`src/design/bsc_pkg.sv`:
```
package bsc_pkg;

   localparam int TEMP_FRACTION_BITS_DEF     = 16;
   localparam int PRESSURE_FRACTION_BITS_DEF = 6;

   // register indexes
   localparam logic [1:0] REG_TEMP_TRIM  = 2'd0;
   localparam logic [1:0] REG_PRESS_LOW  = 2'd1;
   localparam logic [1:0] REG_PRESS_MID  = 2'd2;
   localparam logic [1:0] REG_PRESS_HIGH = 2'd3;

   localparam int CSR_ADDR_W = 3;
   localparam int CSR_DATA_W = 48;

   // decoded trim coefficients, all as signed values
   typedef struct packed {
      logic signed [16:0] t1;
      logic signed [16:0] t2;
      logic signed [7:0]  t3;
      logic signed [15:0] p1;
      logic signed [15:0] p2;
      logic signed [7:0]  p3;
      logic signed [7:0]  p4;
      logic signed [16:0] p5;
      logic signed [16:0] p6;
      logic signed [7:0]  p7;
      logic signed [7:0]  p8;
      logic signed [15:0] p9;
      logic signed [7:0]  p10;
      logic signed [7:0]  p11;
   } trim_type;

endpackage

```
`src/design/bsc_regs.sv`:
```
module bsc_regs (
   input  logic                              clock,
   input  logic                              reset,
   input  logic                              csr_valid,
   output logic                              csr_ready,
   input  logic [bsc_pkg::CSR_ADDR_W-1:0]    csr_index,
   input  logic [bsc_pkg::CSR_DATA_W-1:0]    csr_data,
   output bsc_pkg::trim_type                 trim
);
   import bsc_pkg::*;

   logic [39:0] temp_ff, temp_in;
   logic [47:0] low_ff, low_in, mid_ff, mid_in;
   logic [31:0] high_ff, high_in;

   assign csr_ready = 1'b1;

   // register write decode, indexes beyond the list are dropped
   always_comb begin
      temp_in = temp_ff;
      low_in  = low_ff;
      mid_in  = mid_ff;
      high_in = high_ff;
      if (csr_valid && csr_index[CSR_ADDR_W-1] == 1'b0) begin
         case (csr_index[1:0])
            REG_TEMP_TRIM:  temp_in = csr_data[39:0];
            REG_PRESS_LOW:  low_in  = csr_data;
            REG_PRESS_MID:  mid_in  = csr_data;
            REG_PRESS_HIGH: high_in = csr_data[31:0];
            default:        temp_in = temp_ff;
         endcase
      end
   end

   always_ff @(posedge clock) begin
      if (reset) begin
         temp_ff <= '0;
         low_ff  <= '0;
         mid_ff  <= '0;
         high_ff <= '0;
      end else begin
         temp_ff <= temp_in;
         low_ff  <= low_in;
         mid_ff  <= mid_in;
         high_ff <= high_in;
      end
   end

   // field split
   assign trim.t1  = {1'b0, temp_ff[15:0]};
   assign trim.t2  = {1'b0, temp_ff[31:16]};
   assign trim.t3  = temp_ff[39:32];
   assign trim.p1  = low_ff[15:0];
   assign trim.p2  = low_ff[31:16];
   assign trim.p3  = low_ff[39:32];
   assign trim.p4  = low_ff[47:40];
   assign trim.p5  = {1'b0, mid_ff[15:0]};
   assign trim.p6  = {1'b0, mid_ff[31:16]};
   assign trim.p7  = mid_ff[39:32];
   assign trim.p8  = mid_ff[47:40];
   assign trim.p9  = high_ff[15:0];
   assign trim.p10 = high_ff[23:16];
   assign trim.p11 = high_ff[31:24];

endmodule

```
`config.mk`:
```
export PLATFORM = sky130hd
export DESIGN_NAME = bsc_regs
export DESIGN_NICKNAME = d
export VERILOG_FILES = /design/src/design/bsc_pkg.sv /design/src/design/bsc_regs.sv
export SDC_FILE = /design/constraint.sdc
export NUM_CORES = 1
export LEC_CHECK = 0
export ABC_AREA = 1
export BUFFER_PORTS_ARGS = -buffer_cell sky130_fd_sc_hd__buf_2
export CORE_UTILIZATION = 50
export DETAILED_ROUTE_END_ITERATION = 10
export MAX_ROUTING_LAYER = met4
export PLACE_DENSITY = 0.8
export RECOVER_POWER = 50
export REMOVE_ABC_BUFFERS = 1
export SYNTH_ARGS = -nofsm -noshare
export SYNTH_HDL_FRONTEND = slang
export SYNTH_SLANG_ARGS = --single-unit
```
`constraint.sdc`:
```
create_clock -name clock -period 1.6 [get_ports clock]
set_clock_uncertainty 0.15 [all_clocks]
set_input_delay 0.08 -clock clock [delete_from_list [all_inputs] [get_ports clock]]
set_output_delay 0.08 -clock clock [all_outputs]
set_load 0.005 [all_outputs]
```
; After elaboration in Yosys (flattened, before gate mapping)
; Cells that the tools add are included.
[totals]
regBits = 168
input_bits = 54
out_inout_bits = 173
[op_classes]
eq_ne = 3
bitwise = 1
reduce_logical = 6
[ops]
columns = operator, n
row1 = $reduce_and 2->1, 4
row2 = $eq 2x2->1 const B, 2
row3 = $eq 2x1->1 const B, 1
row4 = $logic_not 2->1, 1
row5 = $logic_and 1x1->1, 1
row6 = $not 1->1, 1

; Logic depth before layout (Yosys ltp)
; Gate-level depths: netlist of the first run.
[depth]
ltp_word = 3
ltp_mapped = 7
depth_no_buf = 5

; Least setup slack after synthesis of the first run
; No wires, ideal clock.
[synth_path]
path_type = input-to-reg
start = input port csr_valid
end = register low_ff[10]
t_arrival_ns = 0.779
setup_slack_ns = 0.558
stages = 7
path_buffers = 2
cell_sequence = inv_2 -> nor2_4 -> buf_2 -> buf_2 -> nand3_1 -> nand2_1 -> nor2_1
[synth_via]
elab_chain_cells = 2
[synth_rtl]
columns = element, line_no
row1 = start: declaration, bsc_regs.sv:4  ; input logic csr_valid,
row2 = $logic_and 1x1->1, bsc_regs.sv:24  ; if (csr_valid && csr_index[CSR_ADDR_W-1] == 1'b0) begin
row3 = $reduce_and 2->1 (no line), --
row4 = end signal: assignment, bsc_regs.sv:43  ; low_ff <= low_in;
row5 = end: declaration, bsc_regs.sv:13  ; logic [47:0] low_ff, low_in, mid_ff, mid_in;
; Every way passes these cells.
; A chain may end at the register's enable or synchronous reset.

==> metrics.md, run 1 <==
| Metric | Value |
|---|---|
| Port buffer count | 221 |
| Power Dens Cells | between 1000 and 1500 nW/um^2 |
| # clock sinks | 168 |
| IO Pins | between 200 and 250 |
| Dpl cells | 1330 |
| First-pass GRT wire length | approximately 32000 um |
| Site Rows | between 40 and 50 |
| Fin. Hold Viols | 0 |
| Syn avg cell area | slightly below 7 um^2 |
| Total congestion overflow | 0 |
| Largest net degree at the start of global routing | around 80 |
| DP HPWL | ~11000 um |
| DR WL/cell | roughly 14 um |
| Share of layout cells above drive strength 1 | 16.3% |
| Setup tns final | 0 ns |
| Worst Setup Path Type | in -> reg |
| H-tree Lvls | 4 |
| Fin. max-slew vios | 0 |
| Worst Path Arrival | approximately 1.7 ns |
| Clk_lat worst skew | between 0.4 and 0.5 ns |
| Commonest non-fill, non-tap cell in the layout | nor2_1 |
| Clock-pin slew on the worst setup and hold paths | around 0.060 ns |
| Core area | around 13000 um^2 |
| Fin cells | 1412 |
| WP data required | between 1.5 and 2 ns |
| Die Height | roughly 120 um |
| Critical path peak fanout | 26 |
| Gpl congestion | about 0.77 |
| Crit end category | register |
| Die area | approximately 14000 um^2 |
| Status | complete, no violations |
| GR Util All Layers | a little under 30% |
| Hold Crit Class | in -> reg |
| Setup crit start kind | input port |
| # hold bufs at CTS | 50 |
| Clock Path Buffers | 2 |
| Cells after Synth | between 900 and 1000 |
| Max Cap Viol | 0 |
| Initial Util | roughly half |
| Minimum clock period | about 1.5 ns |
| Via count | about 7000 |
| TritonRoute pass-1 iters | 5 |
| DR vias/cell | a little over 5 |
| Post-synthesis sequential area ratio | approximately half |
| Die X | roughly 120 um |
| Setup violators final | 0 |
| #FFs+latches synth | 168 |
| Leak pwr | approximately 4.3 nW |
| YS warnings | 0 |
| Area grow syn2layout | 34.8% |
| Post-Syn Area | 6820 um^2 |
| Ant diodes | 0 |
| Vias in the first global route | roughly 6500 |
| Routed wire length | 19700 um |
| CTS root buf | clkbuf_16 |
| Period Utilization, post-route | a little over nine tenths |
| Drt drc | 0 |
| DR iter-0 viols | 516 |
| Netlist cell types | 15 |
| TritonCTS clock tree | done |
| Post-CTS Setup Bufs | 0 |
| Worst vdd ir | 0.00109 V |
| Commonest non-fill, non-tap cells in the layout | nor2_1, nand2_1, nand3_1, dfxtp_1, buf_2 |
| CTS buffer count | 17 |
| Final ANT Viol Nets | 0 |
| RSZ-0062 raised after global routing | no |
| Initial antenna violation count | 0 |
| Top achievable clock speed | ~660 MHz |
| CTS-repair resized insts | 0 |
| Final net count | between 1000 and 1500 |
## per-layer routing
metal / GRT usage (%) / wire length, um
met1: 33.4 / 8100
met2: 49.1 / 9710
met3: 6.61 / 1480
met4: 9.49 / 365
met5: - / 0
## final timing paths
kind,start,end,slack (ns),cells past startpoint
max,reset,mid_ff[47]$_SDFFE_PP0P_,0.08,6
min,csr_index[0],temp_ff[19]$_SDFFE_PP0P_,0.02,4
max reg2reg,temp_ff[36]$_SDFFE_PP0P_,temp_ff[36]$_SDFFE_PP0P_,0.80,2
min reg2reg,high_ff[31]$_SDFFE_PP0P_,high_ff[31]$_SDFFE_PP0P_,0.33,2
## synth_stat cells, drive strengths merged
cell | n | share of area (%)
a21oi | 40 | 2.9
conb | 2 | 0.11
clkbuf | 18 | 0.99
inv | 53 | 2.9
buf | 61 | 5.0
nand3 | 168 | 12
dfxtp | 168 | 49
nor2 | 303 | 17
clkinv | 1 | 0.055
nand2 | 172 | 9.5
## kinds of logic (layout without fill, tap and decap cells)
family | after synthesis | after routing | share of synthesized area, %
buf+inv | 133 | 380 | 9.01
simple gates | 643 | 643 | 38.6
other cells | 2 | 5 | 0.110
flops | 168 | 168 | 49.3
compound gates | 40 | 40 | 2.94
## worst max-delay path, cell delays in order
cell and delay, ns:
dlygate4sd3_1 0.53, clkbuf_1 0.13, inv_4 0.26, nand2_1 0.08, dlygate4sd3_1 0.56, nor2_1 0.08
## area by class of cell
type / count / area [um^2]
Multi-Input combinational cell: 688 / 2900
Clock buffer: 22 / 474
Inverter: 54 / 205
Tap cell: 176 / 220
Timing Repair Buffer: 294 / 1890
Clock inverter: 10 / 144
Fill cell: 1099 / 4110
Sequential cell: 168 / 3360
## per-stage QoR
| stage | setup slack, ns | hold slack [ns] | utilization [%] | power (mW) | cell area, um^2 |
|---|---|---|---|---|---|
| finish | 0.0776 | 0.0159 | 69.1 | 9.75 | 9190 |
| global route | 0.0114 | 0.0375 | 69.1 | 10.1 | 9190 |
| CTS | 0.108 | 0.00791 | 69.9 | 9.81 | 9290 |
| detailed placement | 0.282 | 0.274 | 61.5 | 5.51 | 8180 |
| global placement | 0.311 | 0.262 | 61.5 | 5.49 | 8180 |
| floorplan | -1.54 | 0.165 | - | 5.09 | 6420 |
## flip-flops by register name, indices dropped and copies added (netlist names)
| signal | cells |
|---|---|
| high_ff | 32 |
| low_ff | 48 |
| mid_ff | 48 |
| temp_ff | 40 |
## where the power goes
part / leakage, nW / switching, mW / internal (mW)
Combinational: 2.61 / 0.648 / 0.462
Sequential: 1.37 / 0.0744 / 4.33
Clock: 0.293 / 1.65 / 2.59
(Power assumes the default switching activity.)
==> run 2, diff against run 1 <==
--- a/config.mk
+++ b/config.mk
@@ -7,10 +7,10 @@
 export LEC_CHECK = 0
 export ABC_AREA = 1
 export BUFFER_PORTS_ARGS = -buffer_cell sky130_fd_sc_hd__buf_2
-export CORE_UTILIZATION = 50
+export CORE_UTILIZATION = 54
 export DETAILED_ROUTE_END_ITERATION = 10
 export MAX_ROUTING_LAYER = met4
-export PLACE_DENSITY = 0.8
+export PLACE_DENSITY = 0.86
 export RECOVER_POWER = 50
 export REMOVE_ABC_BUFFERS = 1
 export SYNTH_ARGS = -nofsm -noshare
==> metrics.md, run 2 (synthesis results as in run 1) <==
| Metric | Value |
|---|---|
| Status | complete, no violations (unchanged) |
| Gpl congestion | 0.814 (was 0.768) |
| Crit end category | register (unchanged) |
| Reg2reg setup slack | 0.77 ns (was 0.80 ns) |
| Fin. Hold Viols | 0 (unchanged) |
| Clock-pin slew on the worst setup and hold paths | 0.06 ns (about the same) |
| Hold Crit Class | in -> reg (unchanged) |
| Worst vdd ir | 0.000894 V (was 0.00109 V) |
| Register area | 3360 um^2 (unchanged) |
| IO Pins | 227 (unchanged) |
| Final WS setup | 0.0813 ns (was 0.0776 ns) |
| Initial antenna violation count | 0 (unchanged) |
| Largest net degree at the start of global routing | 120 (was 82) |
| Via count | 7145 (was 7096) |
| Fillers | 973 (was 1099) |
| Period Utilization, post-route | 94.9% (was 95.1%) |
| Clk_lat worst skew | 0.43 ns (was 0.42 ns) |
| Worst hold endpoint | low_ff[12]$_SDFFE_PP0P_ (was temp_ff[19]$_SDFFE_PP0P_) |
| Initial Util | 56.0% (was 51.3%) |
| Minimum clock period | 1.52 ns (about the same) |
| Setup crit start kind | input port (unchanged) |
| Wl on met1 | 7900 um (was 8100 um) |
| DP HPWL | 11700 um (was 11500 um) |
| Power Dens Cells | 1060 nW/um^2 (about the same) |
| Site Rows | 40 (was 42) |
| Post-CTS Setup Bufs | 0 (unchanged) |
| Worst Setup Path Type | in -> reg (unchanged) |
| Setup tns final | 0 ns (unchanged) |
| Worst hold start | csr_index[1] (was csr_index[0]) |
| Ant diodes | 0 (unchanged) |
| Clock Path Buffers | 2 (unchanged) |
| Pre-CTS WS | 0.264 ns (was 0.282 ns) |
| CTS root buf | clkbuf_16 (unchanged) |
| Leak pwr | 4.20 nW (was 4.27 nW) |
| Critical path peak fanout | 26 (unchanged) |
| Setup violators final | 0 (unchanged) |
| # clock sinks | 168 (unchanged) |
| Final ANT Viol Nets | 0 (unchanged) |
| Worst Path Arrival | 1.73 ns (about the same) |
| DR iter-0 viols | 736 (was 516) |
| Routed wire length | 20000 um (was 19700 um) |
| TritonCTS clock tree | done (unchanged) |
| DR WL met3 | 1660 um (was 1480 um) |
| WP data required | 1.81 ns (about the same) |
| Drt drc | 0 (unchanged) |
| GR Util All Layers | 31.4% (was 28.8%) |
| Commonest non-fill, non-tap cells in the layout | nor2_1, nand2_1, nand3_1, dfxtp_1, buf_2 (unchanged) |
| First-pass GRT wire length | 31200 um (was 31700 um) |
| Final net count | 1274 (was 1277) |
| Share of layout cells above drive strength 1 | 15.3% (was 16.3%) |
| Routed wl met2 | 10100 um (was 9710 um) |
| Port buffer count | 221 (unchanged) |
| DR vias/cell | 5.10 (was 5.03) |
| RSZ-0062 raised after global routing | no (unchanged) |
| Multi-input gate area in the final layout | 2890 um^2 (was 2900 um^2) |
| Min-Delay Path Depth | 6 (was 4) |
| Reg2Reg Depth | 2 (unchanged) |
| Core area | 12200 um^2 (was 13300 um^2) |
| Top sig layer | met4 (unchanged) |
| Die area | 13100 um^2 (was 14100 um^2) |
| Fin. max-slew vios | 0 (unchanged) |
| Total congestion overflow | 0 (unchanged) |
| Die X | 114 um (was 119 um) |
| CTS buffer count | 17 (unchanged) |
| Max Cap Viol | 0 (unchanged) |
| Vias in the first global route | 6481 (was 6504) |
| DR WL/cell | 14.3 um (was 13.9 um) |
| TritonRoute pass-1 iters | 5 (unchanged) |
| Crit Reg-Reg Endpoint | temp_ff[35]$_SDFFE_PP0P_ (was temp_ff[36]$_SDFFE_PP0P_) |
| Top Registers | low_ff (48), mid_ff (48), temp_ff (40) (unchanged) |
| Die Height | 114 um (was 119 um) |
| H-tree Lvls | 4 (unchanged) |
| Commonest non-fill, non-tap cell in the layout | nor2_1 (unchanged) |
| Area grow syn2layout | 32.7% (was 34.8%) |
| Reg-to-Reg Start | temp_ff[35]$_SDFFE_PP0P_ (was temp_ff[36]$_SDFFE_PP0P_) |
| Top achievable clock speed | 658 MHz (was 657 MHz) |
==> run 2: worst max-delay path: stages <==
cell           delay, ns
dlygate4sd3_1       0.53
clkbuf_1            0.14
inv_6               0.21
nand2_1             0.09
dlygate4sd3_1       0.57
nor2_1              0.09
==> run 2: layout make-up <==
cell class                 instances  share of cell area, %
clock buffer                      25                   5.59
multi-input combinational        688                   31.9
timing repair buffer             291                   19.7
sequential                       168                   37.2
inverter                          54                   2.30
clock inverter                     7                  0.996
tap                              168                   2.32
==> run 2: per-layer routing <==
metal	vias to the layer above	track usage [%]
met2	327	54.1
met3	41	7.09
met1	3252	35.6
met4	0	11.7
met5	-	-
li1	3525	-
==> run 2: what timing repair did <==
| item | CTS | global route |
|---|---|---|
| resized for setup | 0 | 1 |
| hold buffers | 50 | 0 |
| setup endpoints to repair | 0 | 1 |
| hold endpoints to repair | 168 | 0 |
==> run 2: worst max path at each step <==
| stage | start | to | slack (ns) | depth (start not counted) |
|---|---|---|---|---|
| 2_1_floorplan | csr_index[0] | temp_ff[0]$_SDFFE_PP0P_ | -1.54 | 4 |
| 3_3_place_gp | csr_index[2] | low_ff[16]$_SDFFE_PP0P_ | 0.30 | 6 |
| 3_5_place_dp | csr_index[2] | low_ff[16]$_SDFFE_PP0P_ | 0.26 | 6 |
| 4_1_cts | reset | low_ff[35]$_SDFFE_PP0P_ | 0.10 | 6 |
| 5_1_grt | reset | low_ff[35]$_SDFFE_PP0P_ | 0.06 | 6 |
| 6_report | reset | low_ff[35]$_SDFFE_PP0P_ | 0.08 | 6 |
==> run 2: report_power, final <==
part,internal [mW],total (mW),switching [mW]
Sequential,4.33,4.41,0.0756
Combinational,0.439,1.09,0.651
Clock,2.50,4.12,1.62
Total,7.27,9.61,2.34
==> run 2: metrics by stage <==
stage          hold WS (ns)  cells  utilization [%]  cell area (um^2)  power (mW)
3_3_place_gp          0.263   1319             66.3              8060        5.45
2_1_floorplan         0.165    910                -              6420        5.09
4_1_cts               0.132   1401             75.3              9160        9.63
3_5_place_dp          0.269   1319             66.3              8060        5.48
6_report              0.143   1401             74.4              9050        9.61
5_1_grt               0.170   1401             74.4              9050        9.93
==> run 3, diff against run 2 <==
--- a/config.mk
+++ b/config.mk
@@ -5,12 +5,14 @@
 export SDC_FILE = /design/constraint.sdc
 export NUM_CORES = 1
 export LEC_CHECK = 0
-export ABC_AREA = 1
+export ABC_AREA = 0
 export BUFFER_PORTS_ARGS = -buffer_cell sky130_fd_sc_hd__buf_2
-export CORE_UTILIZATION = 54
+export CELL_PAD_IN_SITES_DETAIL_PLACEMENT = 0
+export CELL_PAD_IN_SITES_GLOBAL_PLACEMENT = 1
+export CORE_UTILIZATION = 41
 export DETAILED_ROUTE_END_ITERATION = 10
 export MAX_ROUTING_LAYER = met4
-export PLACE_DENSITY = 0.86
+export PLACE_DENSITY = 0.85
 export RECOVER_POWER = 50
 export REMOVE_ABC_BUFFERS = 1
 export SYNTH_ARGS = -nofsm -noshare
==> metrics.md, run 3 <==
| Metric | Value |
|---|---|
| Die area | 16900 um^2 (was 13100 um^2) |
| Clk_lat worst skew | 0.41 ns (was 0.43 ns) |
| Critical path peak fanout | 29 (was 26) |
| Synth top cells by count | nand2b_1, dfxtp_1, mux2i_1 (was nor2_1, nand2_1, dfxtp_1, nand3_1, inv_1) |
| IO Pins | 227 (unchanged) |
| # hold bufs at CTS | 48 (was 50) |
| DP Area | 8100 um^2 (was 8060 um^2) |
| Post-synthesis sequential area ratio | 49.9% (was 49.3%) |
| Sequential share of power | 45.9% (was 45.8%) |
| Drt drc | 0 (unchanged) |
| Ant diodes | 0 (unchanged) |
| Gate power share | 7.4% (was 11.3%) |
| Reg-to-Reg Start | mid_ff[41]$_SDFFE_PP0P_ (was temp_ff[35]$_SDFFE_PP0P_) |
| CTS buffer count | 17 (unchanged) |
| Initial antenna violation count | 0 (unchanged) |
| Min-Delay Path Depth | 3 (was 6) |
| Largest net degree at the start of global routing | 79 (was 120) |
| Cells after Synth | 607 (was 986) |
| #FFs+latches synth | 168 (unchanged) |
| Slew @ Worst Pin | between 0.7 and 0.8 ns |
| Site Rows | 46 (was 40) |
| Sw frac | 20.5% (was 24.4%) |
| Top achievable clock speed | 782 MHz (was 658 MHz) |
| Finished Cell Area | 9100 um^2 (was 9050 um^2) |
| Worst Hold Slack | 0.0456 ns (was 0.143 ns) |
| Period Utilization, post-route | 79.9% (was 94.9%) |
| Worst vdd ir | 0.000685 V (was 0.000894 V) |
| Area grow syn2layout | 35.1% (was 32.7%) |
| Setup violators final | 0 (unchanged) |
| # clock sinks | 168 (unchanged) |
| TritonCTS clock tree | done (unchanged) |
| Initial Util | 42.2% (was 56.0%) |
| YS warnings | 0 (unchanged) |
| First-pass GRT wire length | 25800 um (was 31200 um) |
| Fin. max-slew vios | 0 (unchanged) |
| Fillers | 1403 (was 973) |
| Reg2reg setup slack | 0.79 ns (was 0.77 ns) |
| Die X | 130 um (was 114 um) |
| WP data required | 1.79 ns (was 1.81 ns) |
| Top FF cell, synth | dfxtp_1 (unchanged) |
| DR iter-0 viols | 185 (was 736) |
| Total congestion overflow | 0 (unchanged) |
| Clock Path Buffers | 2 (unchanged) |
| Synth area leader | dfxtp_1 (unchanged) |
| Crit Reg-Reg Endpoint | mid_ff[41]$_SDFFE_PP0P_ (was temp_ff[35]$_SDFFE_PP0P_) |
| Worst hold endpoint | mid_ff[37]$_SDFFE_PP0P_ (was low_ff[12]$_SDFFE_PP0P_) |
| Die Height | 130 um (was 114 um) |
| Max Cap Viol | 0 (unchanged) |
| TritonRoute pass-1 iters | 4 (was 5) |
| Yosys top cell area share | 49.9% (was 49.3%) |
| Post-CTS Setup Bufs | 0 (unchanged) |
| Setup crit start kind | input port (unchanged) |
| DP HPWL | 11400 um (was 11700 um) |
| Commonest non-fill, non-tap cells in the layout | buf_2, nand2b_1, mux2i_1, dfxtp_1, dlygate4sd3_1 (was nor2_1, nand2_1, nand3_1, dfxtp_1, buf_2) |
| CTS root buf | clkbuf_16 (unchanged) |
| Worst Path Arrival | 1.46 ns (was 1.73 ns) |
| Routed wire length | 16700 um (was 20000 um) |
| Most frequent cell after synthesis | nand2b_1 (was nor2_1) |
| Leak pwr | 4.68 nW (was 4.20 nW) |
| Clock-pin slew on the worst setup and hold paths | 0.06 ns (about the same) |
| Top Registers | low_ff (48), mid_ff (48), temp_ff (40) (unchanged) |
| Top post-synthesis cells by area | dfxtp_1, mux2i_1, nand2b_1 (was dfxtp_1, nor2_1, nand3_1) |
| Minimum clock period | 1.28 ns (was 1.52 ns) |
| Crit end category | register (unchanged) |
| DR WL/cell | 15.4 um (was 14.3 um) |
| Post-synth EDFFs | 0 (unchanged) |
| Setup tns final | 0 ns (unchanged) |
| Final ANT Viol Nets | 0 (unchanged) |
| Int Power | 7.50 mW (was 7.27 mW) |
| Gpl congestion | 0.783 (was 0.814) |
| Via count | 5059 (was 7145) |
| Post-Syn Area | 6730 um^2 (was 6820 um^2) |
| Syn avg cell area | 11.1 um^2 (was 6.91 um^2) |
| Netlist cell types | 13 (was 15) |
| Hold Crit Class | in -> reg (unchanged) |
| Commonest non-fill, non-tap cell in the layout | buf_2 (was nor2_1) |
| GR Util All Layers | 20.6% (was 31.4%) |
| DR vias/cell | 4.65 (was 5.10) |
| Max_slew headroom | 51.6% |
| Synth async-reset ratio | 0% (unchanged) |
| Vias in the first global route | 5035 (was 6481) |
| Status | complete, no violations (unchanged) |
| Core area | 15900 um^2 (was 12200 um^2) |
| Reg2Reg Depth | 2 (unchanged) |
| CTS-repair resized insts | 0 (unchanged) |
| Clk network pwr share | 46.7% (was 42.8%) |
| Fin. Hold Viols | 0 (unchanged) |
| RSZ-0062 raised after global routing | no (unchanged) |
| Worst Setup Path Type | in -> reg (unchanged) |
| Worst hold start | csr_valid (was csr_index[1]) |
| Power Dens Cells | 1040 nW/um^2 (was 1060 nW/um^2) |
| H-tree Lvls | 4 (unchanged) |
| Psw | 1.93 mW (was 2.34 mW) |
| Final net count | 916 (was 1274) |
| Port buffer count | 221 (unchanged) |
| Share of layout cells above drive strength 1 | 29.8% (was 15.3%) |
==> run 3: worst max-delay path by stage <==
stage                                        from                       to  slack (ns)  cells after the start
after floorplan                      csr_index[1]  temp_ff[0]$_SDFFE_PP0P_       -1.44                      2
after global placement               csr_index[0]  mid_ff[22]$_SDFFE_PP0P_        0.20                      4
after detailed placement             csr_index[0]   mid_ff[5]$_SDFFE_PP0P_        0.18                      4
after CTS                 low_ff[30]$_SDFFE_PP0P_                trim[112]        0.45                      1
after global routing                 csr_index[1]   mid_ff[5]$_SDFFE_PP0P_        0.24                      4
final                                csr_index[1]   low_ff[1]$_SDFFE_PP0P_        0.32                      4
==> run 3: cells by family after synthesis <==
family,after synthesis,share of synthesized area [%]
buffers and inverters,47,3.83
AND/OR/NAND/NOR,222,21.1
flip-flops,168,49.9
multiplexers,168,25.0
other,2,0.112
==> run 3: per-layer routing <==
metal  vias to the layer above  wire, um  global-route usage [%]
met5                         -         0                       -
met4                         0       411                    9.51
met3                        28       617                    4.35
met2                       125      8720                    36.0
met1                      2416      7000                    22.2
li1                       2490         -                       -
==> run 3: layout make-up <==
class	count	area, um^2	area share, %
Tap cell	216	270	2.97
Timing Repair Buffer	280	1680	18.5
Clock inverter	8	170	1.87
Multi-Input combinational cell	395	3150	34.6
Clock buffer	22	464	5.10
Sequential cell	168	3360	37.0
==> run 3: critical path, stage by stage <==
cell and delay (ns):
clkbuf_1 0.29, nand4bb_2 0.23, clkbuf_4 0.57, mux2i_1 0.27
==> run 3: power groups by stage <==
stage / registers, mW / logic, mW / clock network [mW]
6_report: 4.32 / 0.702 / 4.40
5_1_grt: 4.33 / 0.761 / 4.69
4_1_cts: 4.32 / 0.725 / 4.50
3_5_place_dp: 4.41 / 0.631 / 0
3_3_place_gp: 4.41 / 0.610 / 0
2_1_floorplan: 4.42 / 0.309 / 0
==> run 3: through the flow <==
step	setup WS (ns)	cells	utilization (%)	total power, mW
4_1_cts	0.449	1089	57.8	9.55
5_1_grt	0.239	1089	57.1	9.78
6_report	0.322	1089	57.1	9.43
3_3_place_gp	0.202	1011	50.8	5.02
2_1_floorplan	-1.44	563	-	4.73
3_5_place_dp	0.178	1011	50.8	5.05
